===== src/hw/rtl/cted_pkg.sv =====
`timescale 1ns / 1ps
// ----------------------------------------------------------------------------
// cted_pkg
// Shared constants, codes and types for the capped transposition edit
// distance block.
// ----------------------------------------------------------------------------
package cted_pkg;

	// string store depth and derived widths
	localparam int MAX_LEN = 128;
	localparam int ADDR_W  = $clog2(MAX_LEN);
	localparam int LEN_W   = 8;
	localparam int CHAR_W  = 8;

	// cap handling
	localparam logic [LEN_W-1:0] CAP_LIMIT = LEN_W'(128);
	localparam logic [LEN_W-1:0] SHORT_LEN = LEN_W'(4);
	localparam logic [LEN_W-1:0] CAP_SHORT = LEN_W'(1);
	localparam logic [LEN_W-1:0] CAP_LONG  = LEN_W'(2);
	localparam logic [LEN_W-1:0] COUNT_MAX = LEN_W'(255);

	// item mode codes
	localparam logic [1:0] MODE_FIRST   = 2'd0;
	localparam logic [1:0] MODE_SECOND  = 2'd1;
	localparam logic [1:0] MODE_COMPUTE = 2'd2;

	// configuration register indexes
	localparam logic CFG_SUGGEST   = 1'b0;
	localparam logic CFG_FIXED_CAP = 1'b1;

	// neighbour costs presented to the cell unit
	typedef struct packed {
		logic [LEN_W-1:0] up;
		logic [LEN_W-1:0] left;
		logic [LEN_W-1:0] diag;
		logic [LEN_W-1:0] two;
		logic             mismatch;
		logic             swap;
	} cell_in_t;

endpackage


===== src/hw/rtl/cted_cell.sv =====
`timescale 1ns / 1ps
// ----------------------------------------------------------------------------
// cted_cell
// Shared cost unit: one alignment cell from its up, left, diagonal and
// two-back diagonal neighbours.
// ----------------------------------------------------------------------------
module cted_cell
	import cted_pkg::*;
(
	input  cell_in_t         cin,
	output logic [LEN_W-1:0] cost
);

	logic [LEN_W-1:0] del_c;
	logic [LEN_W-1:0] ins_c;
	logic [LEN_W-1:0] sub_c;
	logic [LEN_W-1:0] swp_c;
	logic [LEN_W-1:0] m1;

	// candidate costs
	assign del_c = cin.up + LEN_W'(1);
	assign ins_c = cin.left + LEN_W'(1);
	assign sub_c = cin.diag + LEN_W'(cin.mismatch);
	assign swp_c = cin.two + LEN_W'(1);

	// minimum, transposition only where allowed
	always_comb begin
		m1 = (ins_c < del_c) ? ins_c : del_c;
		if (sub_c < m1) begin
			m1 = sub_c;
		end
		if (cin.swap && (swp_c < m1)) begin
			m1 = swp_c;
		end
		cost = m1;
	end

endmodule


===== config.mk =====
export PLATFORM = sky130hd
export DESIGN_NAME = cted_cell
export DESIGN_NICKNAME = d
export VERILOG_FILES = /design/src/hw/rtl/cted_pkg.sv /design/src/hw/rtl/cted_cell.sv
export SDC_FILE = /design/constraint.sdc
export NUM_CORES = 1
export LEC_CHECK = 0
export CAP_MARGIN = 15
export CORE_UTILIZATION = 60
export DETAILED_ROUTE_END_ITERATION = 12
export DONT_BUFFER_PORTS = 1
export PLACE_DENSITY = 0.82
export SLEW_MARGIN = 20
export SYNTH_ARGS = -nofsm -noshare
export SYNTH_HDL_FRONTEND = slang
export SYNTH_SLANG_ARGS = --single-unit

===== constraint.sdc =====
create_clock -name vclk -period 8.9
set_input_delay 0.89 -clock vclk [all_inputs]
set_output_delay 0.89 -clock vclk [all_outputs]
set_load 0.01 [all_outputs]

== Word-level counts from Yosys, hierarchy flattened ==
Index checks and enable logic that the tools add are counted.
Cells by class
  reduce and logical (&&, ||, !) cells: 1
  mux-type cells: 3
  order comparisons: 3
  $add $sub $neg: 4
Operators by type and width (count)
  $add A8 B1 Y8 const B: 3
  $lt A8 B8 Y1: 3
  $mux W8: 3
  $add A8 B1 Y8: 1
  $logic_and A1 B1 Y1: 1
Storage, ports and cells
  logic and storage cells: 11
  bits in registers: 0
  input bits: 34
  output and inout port bits: 8

== Depth between registers and ports, before layout ==
Gate-level depths: netlist of run 1.
  depth after elaboration: 8
  gate-level depth with buffers: 29

== Least setup slack after synthesis of run 1 ==
OpenSTA, ideal clock, no wires.
  path kind: input to output
  start: input cin[18] (netlist bit)
  end: output cost[1]
  path slack: 1.584 ns
  buffers on the path: 1
  arrival: 6.426 ns
  cell stages on the path: 25
  path through: ha_1 > ha_1 > a2111oi_0 > o21bai_1 > maj3_1 > a21oi_2 > mux2i_1 > inv_1 > ha_1 > a21o_1 > a21o_1 > a21oi_1 > o21a_1 > clkbuf_1 > nor3_1 > or2_2 > ha_1 > a21oi_1 > nor2b_1 > o21ai_0 > nand3b_1 > o21ai_0 > inv_1 > a31oi_1 > o31ai_1
Between the ends
  cells in the longest elaborated chain, start to end: 8
Ends and longest elaborated chain
  start, declared: line cted_cell.sv:10  | input cell_in_t cin,
  $add A8 B1 Y8 *: line cted_cell.sv:22  | assign ins_c = cin.left + LEN_W'(1);
  $lt A8 B8 Y1: line cted_cell.sv:28  | m1 = (ins_c < del_c) ? ins_c : del_c;
  $mux W8 *: line cted_cell.sv:28
  $lt A8 B8 Y1: line cted_cell.sv:29  | if (sub_c < m1) begin
  $mux W8 *: line cted_cell.sv:29
  $lt A8 B8 Y1: line cted_cell.sv:32  | if (cin.swap && (swp_c < m1)) begin
  $logic_and A1 B1 Y1: line cted_cell.sv:32
  $mux W8 *: line cted_cell.sv:32
  end, declared: line cted_cell.sv:11  | output logic [LEN_W-1:0] cost
Mark *: on every way between the ends. The rest lies on a longest branch, timed or not.

== Final worst setup path of run 1 ==
  start: input cin[26] (netlist bit)
  end: output cost[6]
Between the ends
  cells in the longest elaborated chain, start to end: 8
Ends and longest elaborated chain
  $add A8 B1 Y8 *: line cted_cell.sv:21  | assign del_c = cin.up + LEN_W'(1);
  $lt A8 B8 Y1: line cted_cell.sv:28
  $mux W8 *: line cted_cell.sv:28
  $lt A8 B8 Y1: line cted_cell.sv:29
  $mux W8 *: line cted_cell.sv:29
  $lt A8 B8 Y1: line cted_cell.sv:32
  $logic_and A1 B1 Y1: line cted_cell.sv:32
  $mux W8 *: line cted_cell.sv:32
Marks and branches as above.

==> impl_metrics.ini, run 1 <==
[power_and_ir_drop]
peakVddDrop_mv = 0.0627
power.total_uw = 160
share_clk_of_total_power_pct = 0
intPower_uw = 62.9
power_switching_uw = 97.0
sequentialPowerShare_pct = 0
leakage_nw = 0.667
p_per_area_nw_per_um2 = 108
power_frac_comb_pct = 100.0
swShare_pct = 60.7

[place]
hpwl_um = 3200
place.gp.congestion = 0.875
pre_cts_ws_ps = 1090
port_buffers = 0

[floorplanning]
num_rows = 17
initial_core_util_pct = 64.7
die_w_um = 51.3
coreArea_um2 = 2250
die_area_um2 = 2630
pin_count = 42
fp.dieH_um = 51.3

[grt]
grt_overflow = 0
grt_usage_pct = 30.1
grt_first_pass_wirelength_um = 6270
grt_max_degree = 12
grt_pass1_vias = 1539
antenna_found_initial = 0

[hold_path]
min-delay-start = cin[2]
hold_depth = 1
min_to = cost[0]
min_path_type = primary input to output port

[detailed_routing]
first_pass_iters = 4
ant_nets = 0
routed_wl_um = 3700
drt_iter0_markers = 41
wire_per_inst_um = 16.4
viasPerCell = 6.79
drc = 0
routed-via-count = 1528

[sta]
grt_setup_unrepaired = false
slew_headroom_pct = 67.3
hold_viol_final = 0
setup_violations = 0
tightest_slew_ps = 486
fmax_mhz = 126
tns_ps = 0
fin_ws_ps = 960
fin_crit_sh_pct = 89.2
finalMaxSlewViolations = 0
layout_min_cycle_time_ps = 7940

[critical_path]
cp.required_ps = 8010
cp.arrival_ps = 7050
crit_path_max_fanout = 7
setup.worst_path.class = primary input to output port
critPathCaptureType = output port
worstSetupStartpoint = cin[26]
critPathLaunchType = primary input

[synth]
synth.avg_cell_area_um2 = 7.36
syn_inst = 198
synthTopCellsByArea = ha_1, xnor2_1, xor2_1
synth_commonest_cells = ha_1, inv_1, nand3_1
ys_types = 47
netlist_area_um2 = 1460
ys_seq_area_share_pct = 0
synth_top_cell_by_area = ha_1
yosys_warnings = 0
synth_most_common_cell = ha_1
synth_fp_nets = 256
synth_top_area_share_pct = 20.6

[cts]
postCtsSetupRepairBufs = 0
cts_hold_buffers = 0
cts_resized = 0

[layout]
clockBufferCount = 0
multi_input_area_um2 = 1370
regArea_um2 = 0
fillers = 212
drive_gt1_share_pct = 7.61
nets = 257
area_delta_synth_final_pct = 1.89
diodes = 0
seq_cells = 0

[job]
maxCapViolCount = 0

[run_status]
status = finished clean
==> cells by family after synthesis <==
family	count (synthesis)	synth area share, %
adders and majority gates	25	21.3
buffers and inverters	21	5.92
and+or+nand+nor	61	23.4
xor gates and xnor gates	23	13.8
AOI/OAI and AO/OA	64	32.7
muxes	4	2.83
==> through the flow <==
| step | util [%] | hold WS, ps | area, µm² | instances |
|---|---|---|---|---|
| 2_1_floorplan | - | 1860 | 1460 | 198 |
| 3_3_place_gp | 65.9 | 1870 | 1490 | 225 |
| 3_5_place_dp | 65.9 | 1870 | 1490 | 225 |
| 4_1_cts | 65.9 | 1870 | 1490 | 225 |
| 5_1_grt | 65.9 | 1880 | 1490 | 225 |
| 6_report | 65.9 | 1870 | 1490 | 225 |
==> worst max-delay path, cell delays in order <==
cell	delay (ps)
ha_1	290
inv_1	50
ha_1	260
a2111oi_0	370
o21bai_1	140
maj3_1	470
a21oi_2	370
mux2i_1	290
inv_1	80
ha_1	290
a21o_1	190
a21o_1	190
a21oi_1	280
nand3b_1	120
inv_1	130
o211a_1	270
nor3_1	100
or2_2	310
ha_1	300
a21oi_1	150
nor2b_1	60
o21ai_0	140
nand3b_1	130
a21oi_1	420
inv_1	170
a31oi_1	390
o31ai_1	200
==> worst max-delay path by stage <==
stage	endpoint	slack (ps)	cells past startpoint
finish	cost[6]	960	27
global route	cost[6]	510	27
CTS	cost[6]	1080	27
detailed placement	cost[6]	1090	27
global placement	cost[6]	1330	27
floorplan	cost[1]	1580	25
==> power by group through the flow <==
stage / sequential (mW) / combinational, mW / clock (mW)
final: 0 / 0.160 / 0
after global routing: 0 / 0.178 / 0
after CTS: 0 / 0.157 / 0
after detailed placement: 0 / 0.156 / 0
after global placement: 0 / 0.148 / 0
after floorplan: 0 / 0.126 / 0
==> final cells by class <==
| class | count | share of cell area (%) |
|---|---|---|
| Multi-Input combinational cell | 177 | 92.3 |
| Inverter | 19 | 4.80 |
| Timing Repair Buffer | 1 | 0.505 |
| Tap cell | 28 | 2.36 |
==> layer usage <==
layer  track usage [%]  share of wire, %  up-vias
met3              2.68               5.4        4
met1              38.1                46      712
met5                 0                 0        -
met2              55.9                48       59
met4              3.60              0.92        0
li1                  -                 -      753
==> cell usage in the layout, fill, tap and decap left out, types with 5 or more instances in the layout <==
cell type	n
ha_1	24
inv_1	19
nand3_1	16
a21oi_1	13
xnor2_1	12
xor2_1	11
o21ai_0	9
nand2_1	7
or2_2	6
nor2_1	5
nand4_1	5
nor3_1	5
a31oi_1	5
Note: power is estimated with default switching activity, not from simulation.
==> inputs of run 2 (changes only) <==
Settings changed: CELL_PAD_IN_SITES_DETAIL_PLACEMENT set to 1, CELL_PAD_IN_SITES_GLOBAL_PLACEMENT set to 2, CORE_UTILIZATION 60 to 38, PLACE_DENSITY 0.82 to 0.92.
==> run 2 against run 1 <==
Worst hold slack worse by 5.3 ps. Wire length is 18% higher. Critical path depth is 1 higher. Power up 2.6%. Global-route usage is 8.2 points lower. Count of clock-buffer cells in the layout is the same. Setup slack got worse by 200 ps. Final area up 1.7%. Non-clock buffer count stayed put. First-iteration DRC count rose by 76%. Critical path type unchanged. Critical endpoint is now cost[5]. Largest cell class unchanged.
==> impl_metrics.ini, run 2 (synthesis gave the netlist of run 1 again) <==
[sta]
grt_setup_unrepaired = false
layout_min_cycle_time_ps = 8140
hold_viol_final = 0
setup_violations = 0
tightest_slew_ps = 537
fmax_mhz = 123
slew_headroom_pct = 63.9
finalMaxSlewViolations = 0
fin_crit_sh_pct = 91.5
tns_ps = 0

[power_and_ir_drop]
sequentialPowerShare_pct = 0
power_frac_comb_pct = 100.0
power_switching_uw = 101
p_per_area_nw_per_um2 = 109
peakVddDrop_mv = 0.0298
swShare_pct = 61.4
power.total_uw = 164
share_clk_of_total_power_pct = 0
intPower_uw = 63.3
leakage_nw = 0.667

[grt]
antenna_found_initial = 0
grt_usage_pct = 21.9
grt_first_pass_wirelength_um = 7310
grt_max_degree = 12
grt_pass1_vias = 1590
grt_overflow = 0

[floorplanning]
pin_count = 42
num_rows = 22
die_w_um = 63.9
fp.dieH_um = 63.9
die_area_um2 = 4090
initial_core_util_pct = 39.8
coreArea_um2 = 3660

[hold_path]
min_path_type = primary input to output port
min-delay-start = cin[2]

[place]
port_buffers = 0
hpwl_um = 3860
place.gp.congestion = 0.947

[layout]
seq_cells = 0
fillers = 482
final_cell_mix = ha_1, inv_1, nand3_1, a21oi_1, xnor2_1
layout_commonest_cell = ha_1
area_delta_synth_final_pct = 3.61
diodes = 0
clockBufferCount = 0
nets = 257
regArea_um2 = 0
drive_gt1_share_pct = 7.61

[detailed_routing]
drc = 0
viasPerCell = 6.27
drt_iter0_markers = 72
ant_nets = 0
routed_wl_um = 4350
wire_per_inst_um = 17.8
first_pass_iters = 4
routed-via-count = 1535

[critical_path]
crit_top_cell = ha_1
critPathLaunchType = primary input
critPathCaptureType = output port
crit_path_max_fanout = 7
worstSetupStartpoint = cin[26]
slowest_delay_ps = 470
setup.worst_path.class = primary input to output port
cp.required_ps = 8010
cp.arrival_ps = 7250
critPathSlowestCell = maj3_1

[cts]
postCtsSetupRepairBufs = 0
cts_resized = 0
cts_hold_buffers = 0

[run_status]
status = finished clean

[job]
maxCapViolCount = 0
==> run 2: per-stage QoR <==
stage	std cells	setup WS (ps)	hold WS [ps]	instance area, µm²	util [%]
floorplan	198	1580	1860	1460	-
global placement	245	1180	1870	1510	41.3
detailed placement	245	875	1870	1510	41.3
CTS	245	852	1870	1510	41.3
global route	245	308	1870	1510	41.3
finish	245	756	1870	1510	41.3
==> run 2: worst max-delay path: cells and delay by family <==
family | cells | cell delay, ps
fa+ha+maj | 5 | 1580
simple gates | 5 | 750
buf+inv | 3 | 380
compound gates | 13 | 3110
mux | 1 | 280
xor+xnor | 1 | 260
==> run 2: path summary, 6_finish.rpt <==
check / endpoint / slack [ps] / cells after the start
setup / recovery: cost[5] / 760 / 28
hold / removal: cost[0] / 1870 / 1
==> run 2: cell type report <==
class              count  area, µm²  area share (%)
repair buffers         1       7.51           0.497
inverters             19       71.3            4.72
multi-input cells    177       1370            90.8
well taps             48       60.1            3.98
==> run 2: per-layer routing <==
metal / GRT usage [%] / up-vias / part of all wire [%]
met5: 0 / - / 0
met4: 0 / 0 / 0
met3: 0.714 / 0 / 5.6
met2: 40.0 / 56 / 48
met1: 29.9 / 729 / 47
li1: - / 750 / -
==> run 2: power by group through the flow <==
stage / sequential (mW) / combinational, mW / clock, mW
2_1_floorplan: 0 / 0.126 / 0
3_3_place_gp: 0 / 0.153 / 0
5_1_grt: 0 / 0.181 / 0
4_1_cts: 0 / 0.163 / 0
6_report: 0 / 0.164 / 0
3_5_place_dp: 0 / 0.162 / 0
==> inputs of run 3 (changes only) <==
==> constraint.sdc (replaced) <==
create_clock -name vclk -period 8.9
set_input_delay 0.445 -clock vclk [all_inputs]
set_output_delay 0.445 -clock vclk [all_outputs]
set_load 0.01 [all_outputs]
==> run 3 against run 2 <==
Maximum frequency increased by 10%. Largest power group unchanged. Die area unchanged. Count of clock-buffer cells in the layout unchanged. Wire length increased by 0.97%. First-iteration DRC count decreased by 15%.
==> impl_metrics.ini, run 3 (synthesis gave the netlist of run 1 again) <==
[detailed_routing]
routed_wl_um = 4390
viasPerCell = 6.34
first_pass_iters = 4
ant_nets = 0
routed-via-count = 1546
wire_per_inst_um = 18.0
drc = 0
drt_iter0_markers = 61

[layout]
area_delta_synth_final_pct = 3.09
multi_input_area_um2 = 1370
clockBufferCount = 0
drive_gt1_share_pct = 7.14
layout_commonest_cell = ha_1
seq_cells = 0
fin_util_pct = 41.0
diodes = 0
regArea_um2 = 0
fillers = 476
nets = 256
final_cell_mix = ha_1, inv_1, nand3_1, a21oi_1, xnor2_1

[power_and_ir_drop]
power_switching_uw = 99.0
leakage_nw = 0.662
swShare_pct = 61.9
sequentialPowerShare_pct = 0
peakVddDrop_mv = 0.0320
share_clk_of_total_power_pct = 0
p_per_area_nw_per_um2 = 106
power.total_uw = 160
intPower_uw = 60.8
power_frac_comb_pct = 100.0

[grt]
use_met2_pct = 39.5
grt_util_met1_pct = 28.3
met3_usage_pct = 3.39
grt_pass1_vias = 1648
gr-max-usage-layer = met2
antenna_found_initial = 0
grt_first_pass_wirelength_um = 7390
grt_usage_pct = 22.1
grt_max_degree = 12
grt_overflow = 0

[sta]
layout_min_cycle_time_ps = 7400
fmax_mhz = 135
fin_crit_sh_pct = 83.1
slew_headroom_pct = 51.3
tightest_slew_ps = 723
grt_setup_unrepaired = false
tns_ps = 0
setup_violations = 0
hold_viol_final = 0
finalMaxSlewViolations = 0

[job]
maxCapViolCount = 0

[floorplanning]
die_area_um2 = 4090
num_rows = 22
coreArea_um2 = 3660
initial_core_util_pct = 39.8
fp.dieH_um = 63.9
die_w_um = 63.9
pin_count = 42

[critical_path]
worstSetupStartpoint = cin[18]
crit_top_cell = ha_1
cp.required_ps = 8460
slowest_delay_ps = 620
crit_path_max_fanout = 7
setup.worst_path.end = cost[5]
cp.arrival_ps = 6950
critPathLaunchType = primary input
critPathCaptureType = output port
critPathSlowestCell = o21ai_0
setup.worst_path.class = primary input to output port

[cts]
cts_hold_buffers = 0
postCtsSetupRepairBufs = 0
cts_resized = 0

[hold_path]
min_path_type = primary input to output port

[place]
place.gp.congestion = 0.923
hpwl_um = 3910
port_buffers = 0

[run_status]
status = finished clean
-- run 3: changes by cell type in the layout (fill, tap and decap cells not counted) --
| cell | before | now |
|---|---|---|
| buf_4 | 1 | 0 |
-- run 3: worst max-delay path, delay by kind of cell --
family / cells / cell delay (ps)
AOI/OAI and AO/OA: 12 / 3410
muxes: 1 / 280
adders and majority gates: 5 / 1680
buffers and inverters: 3 / 410
and+or+nand+nor: 5 / 740
-- run 3: how the worst min path moves through the flow --
| stage | start | to | slack [ps] | cells after the start |
|---|---|---|---|---|
| CTS | cin[2] | cost[0] | 980 | 1 |
| detailed placement | cin[2] | cost[0] | 980 | 1 |
| global placement | cin[2] | cost[0] | 980 | 1 |
| finish | cin[2] | cost[0] | 980 | 1 |
| floorplan | cin[2] | cost[0] | 970 | 1 |
| global route | cin[2] | cost[0] | 990 | 1 |
-- run 3: power by group through the flow --
stage	clock network [mW]	registers (mW)	logic, mW
floorplan	0	0	0.126
global placement	0	0	0.149
detailed placement	0	0	0.159
CTS	0	0	0.159
global route	0	0	0.179
finish	0	0	0.160
-- run 3: layer usage --
layer	up-vias	wire length [µm]
li1	751	-
met1	746	2010
met2	45	2070
met3	4	271
met4	0	42
met5	-	0
-- run 3: cell type report --
class / instances / area share [%]
tap: 48 / 4.00
inverter: 19 / 4.75
multi-input combinational: 177 / 91.3
-- run 3: through the flow --
stage / worst slack [ps] / hold WS (ps) / std cells / instance area, µm²
3_5_place_dp: 1570 / 983 / 244 / 1500
2_1_floorplan: 2470 / 974 / 198 / 1460
4_1_cts: 1550 / 983 / 244 / 1500
5_1_grt: 937 / 986 / 244 / 1500
3_3_place_gp: 1890 / 982 / 244 / 1500
6_report: 1500 / 980 / 244 / 1500
